## config.mk

```make
export PLATFORM = sky130hd
export DESIGN_NAME = nearest_neighbor_4d_search
export DESIGN_NICKNAME = d
export VERILOG_FILES = /design/src/rtl/nn4d_pkg.sv /design/src/rtl/nn4d_dist.sv /design/src/rtl/nearest_neighbor_4d_search.sv
export SDC_FILE = /design/constraint.sdc
export NUM_CORES = 2
export LEC_CHECK = 0
export BUFFER_PORTS_ARGS = -buffer_cell sky130_fd_sc_hd__clkbuf_2
export CAP_MARGIN = 0
export CORE_MARGIN = 4
export CORE_UTILIZATION = 48
export CTS_CLUSTER_SIZE = 8
export DETAILED_ROUTE_END_ITERATION = 8
export SLEW_MARGIN = 20
export SYNTH_ARGS = -nofsm -noshare
export SYNTH_HDL_FRONTEND = slang
export SYNTH_SLANG_ARGS = --single-unit
```

## constraint.sdc

```tcl
create_clock -name clk -period 7.2 [get_ports clk]
set_input_delay 0.72 -clock clk [delete_from_list [all_inputs] [get_ports clk]]
set_output_delay 0.72 -clock clk [all_outputs]
set_load 0.005 [all_outputs]
```

## src/rtl/nn4d_pkg.sv

```systemverilog
// ----------------------------------------------------------------------------
// nn4d_pkg: shared types and constants for the nearest neighbor search
// Field widths of the reference entries, the query and the result, plus
// the sequencer state type.
// ----------------------------------------------------------------------------
`default_nettype none

package nn4d_pkg;

	localparam int SCORE_W         = 8;
	localparam int NUM_SCORES      = 4;
	localparam int SCORES_W        = SCORE_W * NUM_SCORES;
	localparam int ID_W            = 10;
	localparam int SLOT_W          = 6;
	localparam int COUNT_W         = 7;
	localparam int SQ_W            = 2 * SCORE_W;
	localparam int DIST_W          = 18;
	localparam int ENTRY_W         = SCORES_W + ID_W;
	localparam int MAX_ENTRIES_DEF = 64;

	localparam int S_TDATA_W = 48;
	localparam int M_TDATA_W = 40;

	typedef enum logic [1:0] {
		ST_IDLE,
		ST_SCAN,
		ST_DRAIN,
		ST_WAIT
	} nn4d_state_t;

	typedef logic [SCORES_W-1:0] score_vec_t;

endpackage

`default_nettype wire

```

## src/rtl/nn4d_dist.sv

```systemverilog
// ----------------------------------------------------------------------------
// nn4d_dist: squared Euclidean distance unit
// Takes one reference vector and the query per cycle while en is high,
// registers the four squared differences and presents their sum combinationally.
// ----------------------------------------------------------------------------
`default_nettype none

module nn4d_dist
	import nn4d_pkg::*;
(
	input  wire logic              clk,
	input  wire logic              en,
	input  wire score_vec_t        ref_scores,
	input  wire score_vec_t        qry_scores,
	output logic [DIST_W-1:0]      dist_s2
);

	logic [SQ_W-1:0] sq_s2 [NUM_SCORES];
	logic [SQ_W-1:0] sq_c  [NUM_SCORES];

	always_comb begin
		logic [SCORE_W-1:0] a;
		logic [SCORE_W-1:0] b;
		logic [SCORE_W-1:0] d;
		for (int k = 0; k < NUM_SCORES; k++) begin
			a = ref_scores[k*SCORE_W +: SCORE_W];
			b = qry_scores[k*SCORE_W +: SCORE_W];
			d = (a > b) ? (a - b) : (b - a);
			sq_c[k] = SQ_W'(d) * SQ_W'(d);
		end
	end

	always_ff @(posedge clk) begin
		if (en) begin
			for (int k = 0; k < NUM_SCORES; k++) begin
				sq_s2[k] <= sq_c[k];
			end
		end
	end

	assign dist_s2 = (DIST_W'(sq_s2[0]) + DIST_W'(sq_s2[1]))
		+ (DIST_W'(sq_s2[2]) + DIST_W'(sq_s2[3]));

endmodule

`default_nettype wire

```

## src/rtl/nearest_neighbor_4d_search.sv

```systemverilog
// ----------------------------------------------------------------------------
// nearest_neighbor_4d_search: one-nearest-neighbor search over a table
// Holds reference vectors of four 8-bit scores and an identifier, and
// answers queries with the closest entry by squared Euclidean distance.
// ----------------------------------------------------------------------------
// Usage:
// A beat on the s_ channel with s_tuser = 0 loads one table entry and gives
// no result. A beat with s_tuser = 1 is a query; it scans slots 0 .. n-1,
// where n is cfg_wdata as last written (clamped to MAX_ENTRIES), one slot
// per cycle through the memory read port and the shared distance unit.
// From acceptance until its result is written to the output register,
// s_tready stays low. With an empty table the query skips the scan and the
// result (found = 0, all fields zero) is written once the output register
// is free. Ties go to the lowest slot. The result sits in an output
// register, so new beats are accepted while a result waits; a finished
// query stays in ST_WAIT until that register frees.
// Reset clears the entry count, the sequencer and the output; table contents
// are undefined until loaded. cfg_we may only be used while the block is idle.
// ----------------------------------------------------------------------------
`default_nettype none

module nearest_neighbor_4d_search
	import nn4d_pkg::*;
#(
	parameter int MAX_ENTRIES = MAX_ENTRIES_DEF
) (
	input  wire logic                  clk,
	input  wire logic                  arst_n,
	input  wire logic                  cfg_we,
	input  wire logic [COUNT_W-1:0]    cfg_wdata,
	input  wire logic                  s_tvalid,
	output logic                       s_tready,
	// entry_index, item_id, score_a, score_b, score_c, score_d
	input  wire logic [S_TDATA_W-1:0]  s_tdata,
	// operation
	input  wire logic                  s_tuser,
	output logic                       m_tvalid,
	input  wire logic                  m_tready,
	// nearest_index, nearest_id, distance_sq, zero fill
	output logic [M_TDATA_W-1:0]       m_tdata,
	// found
	output logic                       m_tuser
);

	localparam int IDX_W = (MAX_ENTRIES > 1) ? $clog2(MAX_ENTRIES) : 1;
	localparam int CNT_W = ($clog2(MAX_ENTRIES + 1) > COUNT_W) ?
		$clog2(MAX_ENTRIES + 1) : COUNT_W;
	localparam int PAD_W = M_TDATA_W - (SLOT_W + ID_W + DIST_W);

	// Input beat fields.
	logic [SLOT_W-1:0] in_slot;
	logic [ID_W-1:0]   in_id;
	score_vec_t        in_scores;
	assign in_slot   = s_tdata[SLOT_W-1:0];
	assign in_id     = s_tdata[SLOT_W +: ID_W];
	assign in_scores = s_tdata[SLOT_W+ID_W +: SCORES_W];

	logic [COUNT_W-1:0] count_q;
	nn4d_state_t        state_q, state_d;
	logic [CNT_W-1:0]   n_q;
	logic [IDX_W-1:0]   rd_idx_q;
	score_vec_t         qry_q;

	logic [ENTRY_W-1:0] mem [MAX_ENTRIES];
	logic [ENTRY_W-1:0] rdata_s1;
	logic [IDX_W-1:0]   idx_s1, idx_s2;
	logic [ID_W-1:0]    id_s2;
	logic               v_s1, v_s2;
	logic [DIST_W-1:0]  dist_s2;

	logic               have_q;
	logic [DIST_W-1:0]  best_d_q;
	logic [IDX_W-1:0]   best_idx_q;
	logic [ID_W-1:0]    best_id_q;

	logic               out_valid_q;
	logic               out_found_q;
	logic [M_TDATA_W-1:0] out_data_q;

	logic               in_beat, is_query, is_load, issue, last_issue, out_free;
	logic [CNT_W-1:0]   n_clamp;

	assign s_tready   = (state_q == ST_IDLE);
	assign in_beat    = s_tvalid && s_tready;
	assign is_query   = in_beat && s_tuser;
	assign is_load    = in_beat && !s_tuser;
	assign issue      = (state_q == ST_SCAN);
	assign last_issue = issue && (CNT_W'(rd_idx_q) == n_q - CNT_W'(1));
	assign out_free   = !out_valid_q || m_tready;
	assign n_clamp    = (CNT_W'(count_q) > CNT_W'(MAX_ENTRIES)) ?
		CNT_W'(MAX_ENTRIES) : CNT_W'(count_q);

	always_ff @(posedge clk or negedge arst_n) begin
		if (!arst_n) begin
			count_q <= '0;
		end else if (cfg_we) begin
			count_q <= cfg_wdata;
		end
	end

	// Sequencer.
	always_ff @(posedge clk or negedge arst_n) begin
		if (!arst_n) begin
			state_q <= ST_IDLE;
		end else begin
			state_q <= state_d;
		end
	end

	always_comb begin
		state_d = state_q;
		unique case (state_q)
			ST_IDLE: begin
				if (is_query) begin
					state_d = (n_clamp == '0) ? ST_WAIT : ST_SCAN;
				end
			end
			ST_SCAN: begin
				if (last_issue) begin
					state_d = ST_DRAIN;
				end
			end
			ST_DRAIN: begin
				if (!v_s1 && !v_s2) begin
					state_d = ST_WAIT;
				end
			end
			ST_WAIT: begin
				if (out_free) begin
					state_d = ST_IDLE;
				end
			end
			default: state_d = ST_IDLE;
		endcase
	end

	always_ff @(posedge clk or negedge arst_n) begin
		if (!arst_n) begin
			rd_idx_q <= '0;
			n_q      <= '0;
		end else if (is_query) begin
			rd_idx_q <= '0;
			n_q      <= n_clamp;
		end else if (issue) begin
			rd_idx_q <= rd_idx_q + IDX_W'(1);
		end
	end

	always_ff @(posedge clk) begin
		if (is_query) begin
			qry_q <= in_scores;
		end
	end

	// Reference table: one write port for loads, one registered read port.
	always_ff @(posedge clk) begin
		if (is_load && (CNT_W'(in_slot) < CNT_W'(MAX_ENTRIES))) begin
			mem[IDX_W'(in_slot)] <= {in_id, in_scores};
		end
	end

	always_ff @(posedge clk) begin
		if (issue) begin
			rdata_s1 <= mem[rd_idx_q];
			idx_s1   <= rd_idx_q;
		end
		if (v_s1) begin
			idx_s2 <= idx_s1;
			id_s2  <= rdata_s1[SCORES_W +: ID_W];
		end
	end

	always_ff @(posedge clk or negedge arst_n) begin
		if (!arst_n) begin
			v_s1 <= 1'b0;
			v_s2 <= 1'b0;
		end else begin
			v_s1 <= issue;
			v_s2 <= v_s1;
		end
	end

	nn4d_dist u_dist (
		.clk        (clk),
		.en         (v_s1),
		.ref_scores (rdata_s1[SCORES_W-1:0]),
		.qry_scores (qry_q),
		.dist_s2    (dist_s2)
	);

	// Running minimum; a strict compare keeps the first slot on ties.
	always_ff @(posedge clk or negedge arst_n) begin
		if (!arst_n) begin
			have_q     <= 1'b0;
			best_d_q   <= '0;
			best_idx_q <= '0;
			best_id_q  <= '0;
		end else if (is_query) begin
			have_q     <= 1'b0;
			best_d_q   <= '0;
			best_idx_q <= '0;
			best_id_q  <= '0;
		end else if (v_s2 && (!have_q || (dist_s2 < best_d_q))) begin
			have_q     <= 1'b1;
			best_d_q   <= dist_s2;
			best_idx_q <= idx_s2;
			best_id_q  <= id_s2;
		end
	end

	// Output register.
	always_ff @(posedge clk or negedge arst_n) begin
		if (!arst_n) begin
			out_valid_q <= 1'b0;
			out_found_q <= 1'b0;
			out_data_q  <= '0;
		end else if ((state_q == ST_WAIT) && out_free) begin
			out_valid_q <= 1'b1;
			out_found_q <= have_q;
			out_data_q  <= {PAD_W'(0), best_d_q, best_id_q, SLOT_W'(best_idx_q)};
		end else if (m_tready) begin
			out_valid_q <= 1'b0;
		end
	end

	assign m_tvalid = out_valid_q;
	assign m_tdata  = out_data_q;
	assign m_tuser  = out_found_q;

	// Checks.
	a_idle_pipe_empty: assert property (@(posedge clk) disable iff (!arst_n)
		(state_q == ST_IDLE) |-> (!v_s1 && !v_s2))
		else $error("distance pipeline busy while idle");

	a_scan_in_range: assert property (@(posedge clk) disable iff (!arst_n)
		(state_q == ST_SCAN) |-> (CNT_W'(rd_idx_q) < n_q))
		else $error("scan address beyond entry count");

	a_empty_result_zero: assert property (@(posedge clk) disable iff (!arst_n)
		(m_tvalid && !m_tuser) |-> (m_tdata == '0))
		else $error("empty search result carries nonzero fields");

	a_empty_skips_scan: assert property (@(posedge clk) disable iff (!arst_n)
		(is_query && (n_clamp == '0)) |=> (state_q == ST_WAIT))
		else $error("empty search entered scan");

endmodule

`default_nettype wire
```

==> impl_metrics.toml <==
[outcome]
outcome = "complete, no violations"

[cts]
cts.sinks = 2939
post_cts_buffers = 0
numCtsBuffers = 419
cts_tree = "done"
htree_levels = 5
cts_buffer_depth = 4
path_clk_slew_ns = 0.05
clk-insertion-delay-late_ns = 0.97
clock-root-buffer = "clkbuf_16"

[timing]
worstMarginPinSlew_ns = 1.23
slew_headroom = 0.183
hold_viol_final = 0
rsz0062_at_grt = "false"
fin_skew_ns = 0.0828
fin_crit_sh = 0.948
setup_viol = 0
drv_slew = 0
fin_ws_ns = 0.373
fmax_ghz = 0.146
setup_tns_ns = 0
fin_crit_ns = 6.83

[synthesis]
synth_top_area_share = 0.703
synth.area.top_cells = "edfxtp_1 70%, mux4_2 16%, ha_1 2.6%"
yosys.area.top_type = "edfxtp_1"
async_reset_ff_frac = 0.0323
synth_edf_count = 2844
yosysWarnings = 0
netlist_area_sq_um = 121000
syn_avg_cell_area_sq_um = 21.0
netlist_instances = 5773
synthDistinctLibCells = 71
synth_seq_cells = 2939
yosysSeqAreaShare = 0.723
ys.flop_type = "edfxtp_1"

[global_route]
grt_max_degree = 117
grt_pass1_wl_mm = 461
antenna_found_initial = 29
grt_pass1_vias = 60700
grt_use_total = 0.249
grt_overflow = 0

[drt]
drtAntennaViolNets = 0
wl_mm = 325
route.detailed.drc = 0
vias_per_cell = 6.23
drtIter0Drc = 7260
wl_per_cell_microns = 33.7
via_count = 60000
first_pass_iters = 6

[setup_path]
path_delay_family = "adder cells"
reg2reg_to = "u_dist.sq_s2[2][15]$_DFFE_PP_"
r2r_cells = 25
worstSetupStartpoint = "qry_q[16]$_DFFE_PP_"
required_ns = 7.83
worstPathArrival_ns = 7.45
worst_setup_path_end_kind = "flip-flop"
cpPeakStageDelay_ns = 0.55
r2r_setup_slack_ns = 0.37
cp_slowest_cell = "fa_1"
crit_fanout = 11
crit_end = "u_dist.sq_s2[2][15]$_DFFE_PP_"
worstSetupStartpointType = "flip-flop"
criticalPathCategory = "reg -> reg"
r2r-start = "qry_q[16]$_DFFE_PP_"
critPathBufInv = 6
cp_num_cells = 25

[layout]
final_area_sq_um = 138000
fin_cells = 9626
nets = 6652
drive_gt1_frac = 0.277
area_growth_pct = 14.0

[placed_design]
dp_slack_ns = 0.479
dp_cells = 9150
port_buffers = 97
post-dp-hpwl_mm = 181
place_congestion = 0.838
placed_cell_area_sq_um = 127000

[die]
fp.dieW_microns = 511
row_count = 184
start_util = 0.483
die_h_microns = 511
core_area_sq_um = 251000
die-area_sq_um = 261000
io_pins = 104

[hold_path]
holdCritPathClass = "in -> reg"

[run]
drv_cap = 0
## per-layer routing
layer	global-route usage	up-vias	wire, microns
met3	0.0418	529	25400
met5	0	-	190
met2	0.398	2643	158000
met1	0.358	32600	132000
li1	-	24200	-
met4	0.0699	8	8520
## logic make-up after synthesis
logic type / after synthesis / synth area share
mux: 932 / 0.168
buf+inv: 556 / 0.0184
xor+xnor: 137 / 0.0103
flops: 2939 / 0.723
other cells: 1 / 0.0000309
fa+ha+maj: 359 / 0.0437
compound gates: 337 / 0.0175
simple gates: 512 / 0.0190
## cell usage after synthesis (35+ instances only)
master,n
nand2_1,128
a21o_1,44
inv_1,297
xor2_1,40
buf_2,87
mux4_2,882
ha_1,250
clkbuf_1,126
xnor2_1,91
edfxtp_1,2844
dfrtp_1,95
nor2_1,220
o21ai_0,69
fa_1,109
buf_1,35
a21oi_1,121
## stage by stage
step,utilization,hold slack (ns)
floorplan,-,0.400
global placement,0.506,0.406
finish,0.551,0.144
detailed placement,0.507,0.405
CTS,0.550,0.0793
global route,0.551,0.138
## layout make-up
cell class,count,area (sq um)
Antenna cell,11,27.5
Clock buffer,441,10700
Clock inverter,15,175
Fill cell,18900,113000
Inverter,298,1120
Multi-Input combinational cell,2283,31900
Sequential cell,2939,87800
Tap cell,3348,4190
Timing Repair Buffer,291,2550
## registers in the layout (all words and copies together) (netlist names)
| name | count |
|---|---|
| mem | 2688 |
| u_dist.sq_s2 | 60 |
| rdata_s1 | 42 |
| m_tdata | 34 |
| qry_q | 32 |
| best_d_q | 18 |
| best_id_q | 10 |
| id_s2 | 10 |
| count_q | 7 |
| n_q | 7 |
| best_idx_q | 6 |
| idx_s1 | 6 |
| idx_s2 | 6 |
| rd_idx_q | 6 |
| state_q | 2 |
| have_q | 1 |
| m_tuser | 1 |
| m_tvalid | 1 |
| v_s1 | 1 |
| v_s2 | 1 |
## worst min-delay path by stage
stage / start / endpoint / slack (ns) / cells past startpoint
after global routing: m_tready / m_tvalid$_DFFE_PN0P_ / 0.14 / 3
final: m_tready / m_tvalid$_DFFE_PN0P_ / 0.14 / 3
after detailed placement: rdata_s1[38]$_DFFE_PP_ / id_s2[6]$_DFFE_PP_ / 0.40 / 0
after CTS: m_tready / m_tvalid$_DFFE_PN0P_ / 0.08 / 3
after global placement: idx_s1[4]$_DFFE_PP_ / idx_s2[4]$_DFFE_PP_ / 0.41 / 0
after floorplan: rdata_s1[32]$_DFFE_PP_ / id_s2[0]$_DFFE_PP_ / 0.40 / 0
## placed cells by master, fill, tap and decap left out, drive strengths merged, types with 8 or more instances in the layout
cell	instances
inv	303
buf	210
diode	11
mux2	27
clkbuf	514
xor2	42
or2	18
edfxtp	2844
or3	14
clkinv	8
a221oi	10
mux4	882
fa	109
a31oi	9
a21o	44
o21bai	14
dfrtp	95
xnor2	94
and3	12
nand3b	12
ha	250
o21ai	73
nand2	128
nand4	10
nand2b	21
nor2b	17
nor3	21
nand3	20
dlygate4sd3	8
a211oi	13
o21a	10
nor2	224
a21oi	121
mux2i	23
## worst register-to-register path, delay by kind of cell (launching register included)
kind | cells | cell delay (ns)
compound gates | 7 | 1.59
xor+xnor | 2 | 0.50
fa+ha+maj | 7 | 2.97
buf+inv | 6 | 0.52
flops | 1 | 0.39
mux | 1 | 0.26
simple gates | 2 | 0.30
## timing repair
item,in CTS,in global routing
endpoints found under the hold margin,30,0
resized for setup,0,3
setup endpoints to repair,0,1
hold buffers,8,0
Power is not shown: default switching activity piles up to over one toggle a cycle in this logic, so the estimate is an artifact.
